$ cat src/rtl/core/lfe_pkg.sv
// Shared types, constants and helper functions for the line following error block.
package lfe_pkg;

  typedef struct packed {
    logic signed [31:0] robot_x;
    logic signed [31:0] robot_y;
    logic signed [15:0] robot_heading;
    logic signed [31:0] start_x;
    logic signed [31:0] start_y;
    logic signed [31:0] goal_x;
    logic signed [31:0] goal_y;
  } lfe_in_t;

  typedef struct packed {
    logic signed [31:0] along_error;
    logic signed [31:0] lateral_error;
    logic signed [15:0] heading_error;
    logic               degenerate;
  } lfe_out_t;

  localparam int DiffW = 33;
  localparam int ProdW = 66;
  localparam int SumW  = 67;
  localparam int RootW = 33;
  localparam int AngW  = 20;
  localparam int CordW = 44;
  localparam int ZW    = 34;
  localparam int CordicIters = 30;

  localparam logic signed [ZW-1:0] PiQ30     = 34'sd3373259426;
  localparam logic signed [ZW-1:0] PiHalfQ30 = 34'sd1686629713;

  function automatic logic [29:0] atan_q30(input int i);
    logic [29:0] r;
    case (i)
      0:  r = 30'd843314857;
      1:  r = 30'd497837829;
      2:  r = 30'd263043836;
      3:  r = 30'd133525159;
      4:  r = 30'd67021687;
      5:  r = 30'd33543516;
      6:  r = 30'd16775851;
      7:  r = 30'd8388437;
      8:  r = 30'd4194283;
      9:  r = 30'd2097149;
      10: r = 30'd1048575;
      11: r = 30'd524287;
      12: r = 30'd262143;
      13: r = 30'd131071;
      14: r = 30'd65535;
      15: r = 30'd32767;
      16: r = 30'd16383;
      17: r = 30'd8191;
      18: r = 30'd4095;
      19: r = 30'd2047;
      20: r = 30'd1023;
      21: r = 30'd511;
      22: r = 30'd255;
      23: r = 30'd127;
      24: r = 30'd63;
      25: r = 30'd31;
      26: r = 30'd15;
      27: r = 30'd8;
      28: r = 30'd4;
      29: r = 30'd2;
      default: r = '0;
    endcase
    return r;
  endfunction

  function automatic int pi_q(input int af);
    longint t;
    t = (64'sd3373259426 + (64'sd1 <<< (29 - af))) >>> (30 - af);
    return int'(t);
  endfunction

  function automatic int wrap_ks(input int af);
    return 21 - $clog2(2 * pi_q(af));
  endfunction

endpackage

$ cat src/rtl/core/lfe_sqrt.sv
// Pipelined integer square root, one result bit per stage.
module lfe_sqrt (
  input  logic                         clk_i,
  input  logic                         en_i,
  input  logic [lfe_pkg::ProdW-1:0]    n_i,
  output logic [lfe_pkg::RootW-1:0]    root_o
);

  localparam int NS = lfe_pkg::RootW;
  localparam int W  = lfe_pkg::SumW;

  logic [W-1:0] num_q [NS];
  logic [W-1:0] res_q [NS];
  logic [W-1:0] num_p [NS];
  logic [W-1:0] res_p [NS];

  for (genvar j = 0; j < NS; j++) begin : g_stage
    logic [W-1:0] bitv;
    logic [W-1:0] trial;
    if (j == 0) begin : g_first
      assign num_p[j] = {1'b0, n_i};
      assign res_p[j] = '0;
    end else begin : g_next
      assign num_p[j] = num_q[j-1];
      assign res_p[j] = res_q[j-1];
    end
    assign bitv  = W'(1) << (2 * (NS - 1 - j));
    assign trial = res_p[j] + bitv;
    always_ff @(posedge clk_i) begin
      if (en_i) begin
        if (num_p[j] >= trial) begin
          num_q[j] <= num_p[j] - trial;
          res_q[j] <= (res_p[j] >> 1) + bitv;
        end else begin
          num_q[j] <= num_p[j];
          res_q[j] <= res_p[j] >> 1;
        end
      end
    end
  end

  assign root_o = res_q[NS-1][NS-1:0];

endmodule

$ cat config.mk
export PLATFORM = sky130hd
export DESIGN_NAME = lfe_sqrt
export DESIGN_NICKNAME = d
export VERILOG_FILES = /design/src/rtl/core/lfe_pkg.sv /design/src/rtl/core/lfe_sqrt.sv
export SDC_FILE = /design/constraint.sdc
export NUM_CORES = 2
export LEC_CHECK = 0
export ABC_AREA = 0
export BUFFER_PORTS_ARGS = -buffer_cell sky130_fd_sc_hd__buf_4
export CORE_MARGIN = 5
export CORE_UTILIZATION = 56
export CTS_CLUSTER_DIAMETER = 50
export CTS_CLUSTER_SIZE = 8
export DETAILED_ROUTE_END_ITERATION = 12
export GPL_ROUTABILITY_DRIVEN = 0
export HOLD_SLACK_MARGIN = 0.03
export PLACE_DENSITY = 0.69
export SYNTH_ARGS = -nofsm -noshare
export SYNTH_HDL_FRONTEND = slang
export SYNTH_MEMORY_MAX_BITS = 65536
export SYNTH_SLANG_ARGS = --single-unit
$ cat constraint.sdc
create_clock -name clk_i -period 5.3 [get_ports clk_i]
set_input_delay 0.53 -clock clk_i [delete_from_list [all_inputs] [get_ports clk_i]]
set_output_delay 0.53 -clock clk_i [all_outputs]
set_load 0.05 [all_outputs]
==> impl_metrics.json <==
{
  "die_area_sq_um": 244000,
  "cts_resized": 0,
  "vias": 87800,
  "antenna_found_initial": 10,
  "synth_cell_types": 99,
  "async_flop_share": 0,
  "dp_hpwl_um": 240000,
  "synthCells": 10600,
  "fmax_mhz": 215,
  "endpoint_kind": "flip-flop",
  "critPathKind": "flip-flop to flip-flop",
  "synth_seq_area_share": 0.619,
  "timing.final.crit_share": 0.877,
  "critPathMaxFanout": 12,
  "synth_common_cells": "edfxtp_1 (2,705), nand2_1 (807), inv_1 (724), nor2_1 (597), ha_1 (592)",
  "wl_per_cell_um": 22.8,
  "status": "finished clean",
  "fp.dieW_um": 494,
  "drive_above_1_share": 0.0747,
  "syn-cell-area_sq_um": 131000,
  "sw_frac_of_total": 0.291,
  "start_util": 0.563,
  "cap_violations": 0,
  "cts_max_level": 5,
  "drt-initial-drc-count": 9488,
  "critPathRequiredTime_ps": 6020,
  "cts_hold_buf": 66,
  "slowest_stage": "or4b_2",
  "grt_max_degree": 171,
  "setup_tns_ps": 0,
  "power_density_nw_per_um2": 445,
  "p_int_mw": 46.5,
  "nNetsFinal": 11700,
  "switching_power_mw": 19.1,
  "power_leakage_nw": 55.3,
  "setup_viol": 0,
  "ir_worst_vdd_uv": 303,
  "clockBufferDepth": 4,
  "cp-start-kind": "flip-flop",
  "finalCriticalPeriod_ps": 4650,
  "grt_pass1_wl_um": 491000,
  "cts_tree": "done",
  "synth.most_common_cell": "edfxtp_1",
  "clk_pin_slew_worst_paths_ps": 50,
  "arrival_ps": 5370,
  "cpPeakStageDelay_ps": 810,
  "relSlewSlack": 0.0906,
  "finClkSkew_ps": 107,
  "area_growth_pct": 12.4,
  "gr-total-overflow": 0,
  "synth_fp_nets": 11300,
  "worst_pin_slew_ps": 1350,
  "synth-seq-cells": 2705,
  "finalHoldViolCount": 0,
  "dr.pass1.iters": 6,
  "antenna_left": 0,
  "viasPerCell": 6.18,
  "avgSynthCellArea_sq_um": 12.4,
  "portBuffers": 100,
  "power_frac_comb": 0.208,
  "power_frac_seq": 0.448,
  "synth_edf_count": 2705,
  "clkLatencyLatePin_ps": 1010,
  "synth_flop_cell": "edfxtp_1",
  "die_y_um": 494,
  "slew_viol_final": 0,
  "synth_area_leaders": "edfxtp_1 (62%), ha_1 (5.6%), xnor2_1 (3.5%), xor2_1 (3.0%), nand2_1 (2.3%)",
  "coreArea_sq_um": 233000,
  "yosysTopAreaCellShare": 0.619,
  "io_pins": 101,
  "path_cells": "ha_1, nor2b_1, o31a_1, o311ai_0, a31oi_1, a21oi_1, a21o_1, a21boi_0, or4b_2, or3_1, a22o_1",
  "remaining_drc_errors": 0,
  "rsz0062_at_grt": "no",
  "clock-root-buffer": "clkbuf_16",
  "numCtsBuffers": 404,
  "grt_use_total": 0.259,
  "clkPwrFrac": 0.343,
  "wirelength_um": 324000,
  "yosys.area.top_type": "edfxtp_1",
  "grt_pass1_vias": 84200,
  "holdCritPathClass": "primary input to flip-flop",
  "ys_warn_count": 0,
  "power.total_mw": 65.5,
  "clock-sinks": 2705,
  "cts_setup_buffers": 0,
  "rows": 177
}
flip-flops by register name, summed over array words and instances, names as in the netlist:
signal,cells
num_q,2144
res_q,561
final timing paths:
| check | slack (ps) | cells after the start | end | from |
|---|---|---|---|---|
| min reg2reg | 400 | 0 | num_q[7][42] | num_q[6][42] |
| max | 650 | 11 | num_q[31][50] | num_q[30][4] |
| max reg2reg | 650 | 11 | num_q[31][50] | num_q[30][4] |
| min | 180 | 1 | num_q[20][53] | en_i |
power by group through the flow:
stage	registers (mW)	clock network, mW	logic, mW
after global routing	29.6	23.8	14.9
final	29.4	22.5	13.6
after floorplan	28.7	0	9.89
after global placement	29.7	0	12.9
after CTS	29.3	22.8	13.4
after detailed placement	29.7	0	13.2
stage by stage:
stage / util / instance area [sq um] / worst slack, ps / hold slack, ps / std cells
4_1_cts: 0.633 / 147000 / 918 / 138 / 14200
6_report: 0.633 / 147000 / 651 / 178 / 14200
3_5_place_dp: 0.583 / 136000 / 883 / 431 / 13700
2_1_floorplan: - / 131000 / 462 / 417 / 10600
5_1_grt: 0.633 / 147000 / 626 / 165 / 14200
3_3_place_gp: 0.583 / 136000 / 971 / 429 / 13700
placed cells by master (no fill, tap or decap), drive strengths merged, types with 203 or more instances in the layout:
master and count:
nor3 304, buf 203, ha 592, a21o 302, xnor2 519, o21ai 564
nand2 807, a21oi 571, inv 730, edfxtp 2705, nor4 414, xor2 447
clkbuf 425, nor2 597
final cells by class:
| class | instances | area, sq um |
|---|---|---|
| timing repair buffer | 269 | 2340 |
| inverter | 726 | 2730 |
| multi-input combinational | 6906 | 46300 |
| clock buffer | 425 | 10300 |
| fill | 17300 | 85500 |
| sequential | 2705 | 81200 |
| clock inverter | 45 | 604 |
| antenna | 6 | 15.0 |
| tap | 3132 | 3920 |
worst max-delay path, delay by kind of cell, from the launching register on:
family / cells / cell delay [ps]
and+or+nand+nor: 3 / 1360
AOI/OAI and AO/OA: 7 / 2270
adders and majority gates: 1 / 390
DFF: 1 / 400
logic make-up (layout without fill, tap and decap cells):
family	after synthesis	in the layout	share of synthesized area
fa+ha+maj	592	592	0.0565
compound gates	1980	1980	0.0932
other cells	0	6	0
xor+xnor	966	966	0.0645
buf+inv	987	1465	0.0286
simple gates	3284	3284	0.131
flops	2705	2705	0.619
mux	84	84	0.00710
per-layer routing:
| layer | GRT usage | wire [um] |
|---|---|---|
| met5 | 0 | 40 |
| met4 | 0.0787 | 9960 |
| met3 | 0.0530 | 28700 |
| met2 | 0.417 | 152000 |
| met1 | 0.357 | 133000 |
Power figures use the tool's default switching activity.
