===== src/rtl/core/lfe_pkg.sv =====
// Shared types, constants and helper functions for the line following error block.
package lfe_pkg;

  typedef struct packed {
    logic signed [31:0] robot_x;
    logic signed [31:0] robot_y;
    logic signed [15:0] robot_heading;
    logic signed [31:0] start_x;
    logic signed [31:0] start_y;
    logic signed [31:0] goal_x;
    logic signed [31:0] goal_y;
  } lfe_in_t;

  typedef struct packed {
    logic signed [31:0] along_error;
    logic signed [31:0] lateral_error;
    logic signed [15:0] heading_error;
    logic               degenerate;
  } lfe_out_t;

  localparam int DiffW = 33;
  localparam int ProdW = 66;
  localparam int SumW  = 67;
  localparam int RootW = 33;
  localparam int AngW  = 20;
  localparam int CordW = 44;
  localparam int ZW    = 34;
  localparam int CordicIters = 30;

  localparam logic signed [ZW-1:0] PiQ30     = 34'sd3373259426;
  localparam logic signed [ZW-1:0] PiHalfQ30 = 34'sd1686629713;

  function automatic logic [29:0] atan_q30(input int i);
    logic [29:0] r;
    case (i)
      0:  r = 30'd843314857;
      1:  r = 30'd497837829;
      2:  r = 30'd263043836;
      3:  r = 30'd133525159;
      4:  r = 30'd67021687;
      5:  r = 30'd33543516;
      6:  r = 30'd16775851;
      7:  r = 30'd8388437;
      8:  r = 30'd4194283;
      9:  r = 30'd2097149;
      10: r = 30'd1048575;
      11: r = 30'd524287;
      12: r = 30'd262143;
      13: r = 30'd131071;
      14: r = 30'd65535;
      15: r = 30'd32767;
      16: r = 30'd16383;
      17: r = 30'd8191;
      18: r = 30'd4095;
      19: r = 30'd2047;
      20: r = 30'd1023;
      21: r = 30'd511;
      22: r = 30'd255;
      23: r = 30'd127;
      24: r = 30'd63;
      25: r = 30'd31;
      26: r = 30'd15;
      27: r = 30'd8;
      28: r = 30'd4;
      29: r = 30'd2;
      default: r = '0;
    endcase
    return r;
  endfunction

  function automatic int pi_q(input int af);
    longint t;
    t = (64'sd3373259426 + (64'sd1 <<< (29 - af))) >>> (30 - af);
    return int'(t);
  endfunction

  function automatic int wrap_ks(input int af);
    return 21 - $clog2(2 * pi_q(af));
  endfunction

endpackage


===== src/rtl/core/lfe_wrap.sv =====
// Pipelined heading difference reduced into minus pi to pi.
module lfe_wrap #(
  parameter int ANGLE_FRAC_BITS = 13
) (
  input  logic                            clk_i,
  input  logic                            en_i,
  input  logic signed [15:0]              hd_i,
  input  logic signed [lfe_pkg::AngW-1:0] ang_i,
  output logic signed [15:0]              err_o
);

  localparam int W   = 22;
  localparam int PiQ = lfe_pkg::pi_q(ANGLE_FRAC_BITS);
  localparam int M   = 2 * PiQ;
  localparam int KS  = lfe_pkg::wrap_ks(ANGLE_FRAC_BITS);
  localparam int NR  = KS + 2;
  localparam logic [W-1:0] PiC  = W'(PiQ);
  localparam logic [W-1:0] ModC = W'(M);
  localparam logic [W-1:0] OffC = W'(M) << KS;

  logic [W-1:0] u_q [NR+1];
  logic [W-1:0] u_d;

  assign u_d = W'(hd_i) - W'(ang_i) + PiC + OffC;

  always_ff @(posedge clk_i) begin
    if (en_i) begin
      u_q[0] <= u_d;
    end
  end

  for (genvar j = 0; j < NR; j++) begin : g_red
    logic [W-1:0] sub;
    assign sub = ModC << (KS + 1 - j);
    always_ff @(posedge clk_i) begin
      if (en_i) begin
        u_q[j+1] <= (u_q[j] >= sub) ? u_q[j] - sub : u_q[j];
      end
    end
  end

  logic signed [W-1:0] e;
  logic signed [15:0]  err_q;

  assign e = $signed(u_q[NR] - PiC);

  always_ff @(posedge clk_i) begin
    if (en_i) begin
      if (e > 22'sd32767) err_q <= 16'sh7FFF;
      else if (e < -22'sd32768) err_q <= 16'sh8000;
      else err_q <= e[15:0];
    end
  end

  assign err_o = err_q;

endmodule


===== config.mk =====
export PLATFORM = sky130hd
export DESIGN_NAME = lfe_wrap
export DESIGN_NICKNAME = d
export VERILOG_FILES = /design/src/rtl/core/lfe_pkg.sv /design/src/rtl/core/lfe_wrap.sv
export SDC_FILE = /design/constraint.sdc
export NUM_CORES = 1
export LEC_CHECK = 0
export BUFFER_PORTS_ARGS = -buffer_cell sky130_fd_sc_hd__buf_2
export CORE_MARGIN = 5
export CORE_UTILIZATION = 55
export DETAILED_ROUTE_END_ITERATION = 8
export PLACE_DENSITY = 0.73
export REMOVE_ABC_BUFFERS = 1
export SLEW_MARGIN = 0
export SYNTH_ARGS = -nofsm -noshare
export SYNTH_HDL_FRONTEND = slang
export SYNTH_SLANG_ARGS = --single-unit

===== constraint.sdc =====
create_clock -name clk_i -period 4.66 [get_ports clk_i]
set_clock_uncertainty 0.15 [all_clocks]
set_input_delay 0.699 -clock clk_i [delete_from_list [all_inputs] [get_ports clk_i]]
set_output_delay 0.699 -clock clk_i [all_outputs]
set_load 0.02 [all_outputs]

==> key figures, run 1 <==
Route
  – Starting DRT DRC Count: around 260
  – DRT antenna net count: 0
  – Wire per inst: between 10 and 15 µm
  – DR pass1 iterations: 4
  – Remaining DRCs: 0
  – Vias per Instance: 5.62
  – Detailed-route via count: between 6000 and 7000
  – WL final: approximately 16 mm

STA
  – Setup TNS: 0 ns
  – Tmin final: 3.20 ns
  – Max Fclk: 0.312 GHz
  – Worst rel slew slack: 0.166
  – Final setup violation count: 0
  – Hold Fails Final Rpt: 0
  – Pins Over Slew Limit: 0
  – Final worst-path cycle share: 0.687
  – Worst-Margin Slew: ~1.2 ns
  – RSZ-0062 raised after global routing: no

Final layout
  – Commonest cells after routing, fill and taps aside: edfxtp_1, nand2_1, xnor2_1
  – Non-filler instance count after layout: around 1200
  – Layout cells sized above 1: 0.124
  – Most common cell after layout, fill and taps aside: edfxtp_1
  – Fillers: 1384
  – Area Growth Syn to Fin: 11.1%
  – Nets: roughly 1000
  – # diodes: 0
  – Final Instance Area: between 10000 and 15000 µm²

Floorplanning
  – Row count: a little under 50
  – Core Region: roughly 18000 µm²
  – Die span in y: around 150 µm
  – Die ar.: ~21000 µm²
  – I/O pins: 54
  – Initial Util: 0.562
  – Chip width: ~150 µm

Yosys
  – Synthesized cell area: slightly above 10000 µm²
  – EDFF count, synth: ~190
  – Distinct cells, synth: 62
  – Post-synth top flop: edfxtp_1
  – Ys Warns: 0
  – Register bit total from synthesis: about 190
  – Post-synth ARST share: 0
  – Sequential fraction of the synthesis area: 0.569
  – Avg Cell Area, Syn: between 10 and 15 µm²
  – Synth Instances: between 800 and 900

Global route
  – First-pass GRT wire length: around 27 mm
  – Grt ovf: 0
  – Number of global-route vias before repair: between 6000 and 7000
  – Total GRT Usage: 0.153
  – Pin count of the biggest net entering global routing: 113
  – Initial antenna violation count: 0

Clocking
  – CTS Root Cell: clkbuf_16
  – Clk buf depth: 2
  – H-tree Lvls: 4
  – Clock Latency Late Sink: approximately 0.43 ns
  – Post-cts gate resize count: 0
  – # Post-CTS Setup Buffers: 0
  – CTS Buf Count: 17
  – CTS tree: done
  – Clk sink count: 192
  – CTS Hold Bufs: 0
  – Reg clk slew, reported paths: around 0.070 ns

Power
  – Net Sw Frac: 0.310
  – Switching pwr: around 1.7 mW
  – Pint: between 3 and 4 mW
  – VDD IR max: roughly 0.00030 V
  – Sequential Power Share: 0.502
  – PwrDens: 498 nW/µm²
  – Combinational share of power: 0.241
  – Static leakage: ~4.3 nW
  – Clock power share: 0.257

Critical path
  – WS Path Type: input port to register
  – Crit end category: register
  – CP required: 4.69 ns
  – Arrival @ worst endpoint: 3.23 ns
  – CP Launch Type: input port
  – Worst-path maximum fanout: 6

Hold path
  – Worst min path class: register to register

Status
  – Status: finished clean

Placement
  – Placed cell count: ~1100
  – Post-DP HPWL: 11.8 mm
  – Port Buf Inserts: 53
  – Routability cong.: 0.889
  – DP Area: between 10000 and 15000 µm²

Job
  – Max cap viols: 0
## cell usage after synthesis (4+ instances only)
library cell,n,area share
a211o_1,6,0.0052
a211oi_1,8,0.0059
a21o_1,8,0.0059
a21oi_1,45,0.022
a31oi_1,10,0.0062
and2_1,5,0.0031
buf_2,4,0.0020
clkbuf_1,8,0.0030
edfxtp_1,192,0.57
ha_1,52,0.064
inv_1,62,0.023
mux2i_1,4,0.0040
nand2_1,97,0.036
nand2_2,6,0.0037
nand2b_1,8,0.0049
nand3_1,14,0.0069
nand3b_1,6,0.0044
nand4_1,7,0.0043
nor2_1,42,0.016
nor2b_1,6,0.0037
nor3_1,18,0.0089
nor4_1,15,0.0093
o211ai_1,6,0.0044
o21ai_0,37,0.018
o31a_1,5,0.0043
o41ai_1,7,0.0061
or3_1,5,0.0031
or3b_2,5,0.0043
xnor2_1,94,0.081
xor2_1,19,0.016
## power by group through the flow
stage	Sequential [mW]	Combinational [mW]	Clock (mW)
finish	2.82	1.35	1.44
global route	2.87	1.53	1.54
CTS	2.81	1.36	1.47
detailed placement	2.85	1.35	0
global placement	2.83	1.31	0
floorplan	2.80	1.04	0
## layer usage
metal / up-vias / wire [µm] / global-route usage
met5: - / 0 / 0
met4: 0 / 847 / 0.103
met1: 3041 / 5740 / 0.130
li1: 3287 / - / -
met2: 143 / 9060 / 0.306
met3: 56 / 595 / 0.0346
## kinds of logic (layout without fill, tap and decap cells)
group	Yosys count	in the layout	share of synthesized area
buffers and inverters	76	150	0.0294
muxes	6	6	0.00617
DFF	192	192	0.569
xor gates and xnor gates	113	113	0.0977
and+or+nand+nor	258	258	0.128
AOI/OAI and AO/OA	161	161	0.103
adders and majority gates	53	53	0.0662
## critical path, cell delays in order
cell      delay [ns]
buf_2           0.10
ha_1            0.28
ha_1            0.24
fa_1            0.43
a211oi_1        0.23
o21bai_1        0.11
a21oi_1         0.49
o21ai_0         0.26
a41oi_1         0.30
xnor2_1         0.08
## layout make-up
class                   count  area [µm²]  share of cell area
clock buffers              17         425              0.0378
well taps                 229         287              0.0255
clock inverters            15         171              0.0152
inverters                  62         233              0.0207
repair buffers             56         294              0.0261
multi-input cells         591        4080               0.363
flip-flops and latches    192        5770               0.512
## final timing paths
path           endpoint       start  cells past startpoint  slack (ns)
max          u_q[0][15]     hd_i[1]                     10        1.46
min          u_q[0][45]  u_q[0][23]                      0        0.27
max reg2reg  u_q[0][80]  u_q[0][52]                      8        1.68
min reg2reg  u_q[0][45]  u_q[0][23]                      0        0.27
## per-stage QoR
step	hold slack [ns]	total power [mW]	utilization	setup slack [ns]
finish	0.271	5.61	0.625	1.46
CTS	0.272	5.64	0.624	1.50
detailed placement	0.255	4.20	0.591	1.08
global placement	0.252	4.14	0.591	1.11
floorplan	0.250	3.84	-	1.53
global route	0.281	5.93	0.625	1.33
## state kept, by name (all words and copies together) (netlist names)
signal / flops
u_q: 176
err_o: 16
Note: power is estimated with default switching activity, not from simulation.
==> run 2: changes to the inputs <==
clock period = 3.35 ns   (was 4.66 ns; I/O delays follow)
==> key figures, run 2 (synthesized netlist as in run 1, its figures left out) <==
Status
  – Status: finished clean

Global route
  – Total GRT Usage: 0.158
  – Pin count of the biggest net entering global routing: 74
  – First-pass GRT wire length: ~28 mm
  – Initial antenna violation count: 0
  – Number of global-route vias before repair: between 6000 and 7000
  – Grt ovf: 0

STA
  – Setup TNS: 0 ns
  – Pins Over Slew Limit: 0
  – Worst-Margin Slew: approximately 1.3 ns
  – Final worst-path cycle share: 0.889
  – Final setup violation count: 0
  – Worst rel slew slack: 0.137
  – RSZ-0062 raised after global routing: no
  – Hold_ws: 0.270 ns
  – Max Fclk: around 0.34 GHz
  – Hold Fails Final Rpt: 0
  – Tmin final: around 3.0 ns

Power
  – Tot Pwr: 7.87 mW
  – Static leakage: roughly 4.3 nW
  – PwrDens: around 700 nW/µm²
  – VDD IR max: 0.000464 V

Critical path
  – CP bufs+invs: 1
  – WS Path Type: register to register
  – Worst path depth: 8
  – R2r setup slk: between 0.3 and 0.4 ns
  – Reg2Reg Depth: 8
  – Critical path, cell by cell: inv_1 > ha_1 > or3b_4 > a211o_1 > a211o_1 > a311o_2 > nand3_1 > xnor2_1
  – Reg2reg end: u_q[0][85]
  – Crit end category: register
  – Crit path max-delay family: compound AO/OA/AOI/OAI gates
  – Top cell by count, worst path: a211o_1
  – Critical Path End: u_q[0][85]
  – Origin of the worst setup path: u_q[0][52]
  – CP Launch Type: register
  – Slowest CP cell: a311o_2
  – Arrival @ worst endpoint: ~3.0 ns
  – CP required: about 3.4 ns
  – CP peak stage delay: 0.56 ns
  – Worst r2r src: u_q[0][52]
  – Worst-path maximum fanout: 13

Final layout
  – FF+latch area: about 5800 µm²
  – Area Growth Syn to Fin: 11.6%
  – Most common cell after layout, fill and taps aside: edfxtp_1
  – Fillers: roughly 1400
  – Max reg flops: 176
  – Nets: 1015
  – # diodes: 0
  – Layout cells sized above 1: 0.125
  – Largest register by flop count: u_q
  – Area of the multi-input gates: 4080 µm²
  – Commonest cells after routing, fill and taps aside: edfxtp_1, nand2_1, xnor2_1

Placement
  – Routability cong.: slightly above 0.9
  – Post-DP HPWL: between 10 and 15 mm
  – Port Buf Inserts: 53

Clocking
  – CTS Hold Bufs: 0
  – CTS tree: done
  – # Post-CTS Setup Buffers: 0
  – CTS Buf Count: 17
  – Clock Latency Late Sink: roughly 0.43 ns
  – Clk buf depth: 2
  – Reg clk slew, reported paths: roughly 0.070 ns
  – Clk sink count: ~190
  – H-tree Lvls: 4
  – Post-cts gate resize count: 0
  – CTS Root Cell: clkbuf_16

Floorplanning
  – Die span in y: roughly 150 µm
  – Initial Util: 0.562
  – Core Region: ~18000 µm²
  – Die ar.: ~21000 µm²
  – I/O pins: 54
  – Row count: around 50
  – Chip width: around 150 µm

Route
  – Wire per inst: around 14 µm
  – Met2 WL: approximately 9.3 mm
  – Vias per Instance: approximately 5.6
  – Wl on met1: 5.67 mm
  – Highest metal used: met4
  – Detailed-route via count: approximately 6500
  – WL final: around 16 mm
  – Starting DRT DRC Count: 251
  – Remaining DRCs: 0
  – DR pass1 iterations: 4
  – Met3 WL post-DR: about 540 µm
  – DRT antenna net count: 0

Job
  – Max cap viols: 0

Hold path
  – Worst min path class: register to register
==> run 2: cell types whose count changed in the layout (fill, tap and decap cells not counted) <==
cell	before	now
a211oi_1	7	8
bufinv_16	1	3
a211oi_2	1	0
clkinv_4	1	0
inv_8	3	2
clkinv_1	0	1
clkinv_8	2	0
buf_4	3	6
buf_12	0	1
inv_6	5	3
clkinvlp_4	3	5
==> run 2: how the worst min path moves through the flow <==
stage / cells after the start / end / start
finish: 0 / u_q[0][49] / u_q[0][27]
detailed placement: 0 / u_q[0][49] / u_q[0][27]
floorplan: 0 / u_q[0][44] / u_q[0][22]
CTS: 0 / u_q[0][49] / u_q[0][27]
global placement: 0 / u_q[0][52] / u_q[0][30]
global route: 0 / u_q[0][44] / u_q[0][22]
==> run 2: cell type report <==
| class | instances | share of cell area |
|---|---|---|
| inverter | 62 | 0.0206 |
| multi-input combinational | 591 | 0.361 |
| clock buffer | 17 | 0.0376 |
| timing repair buffer | 60 | 0.0298 |
| sequential | 192 | 0.510 |
| tap | 229 | 0.0253 |
| clock inverter | 14 | 0.0159 |
==> run 2: per-layer routing <==
layer | vias up | track usage
met3 | 56 | 0.0315
li1 | 3278 | -
met2 | 133 | 0.318
met4 | 0 | 0.105
met1 | 3024 | 0.134
met5 | - | 0
==> run 2: report_power, final <==
group	leakage [nW]	internal (mW)	total, mW	switching, mW
Combinational	2.16	0.904	1.89	0.987
Clock	0.280	1.18	2.06	0.876
Sequential	1.88	3.42	3.91	0.492
==> run 2: stage by stage <==
stage               setup slack (ns)  area, µm²   util  cells
floorplan                      0.412      10100      -    845
global placement               0.301      10700  0.594   1134
detailed placement             0.246      10700  0.594   1134
CTS                            0.347      11300  0.627   1165
global route                  0.0937      11300  0.627   1165
finish                         0.372      11300  0.627   1165
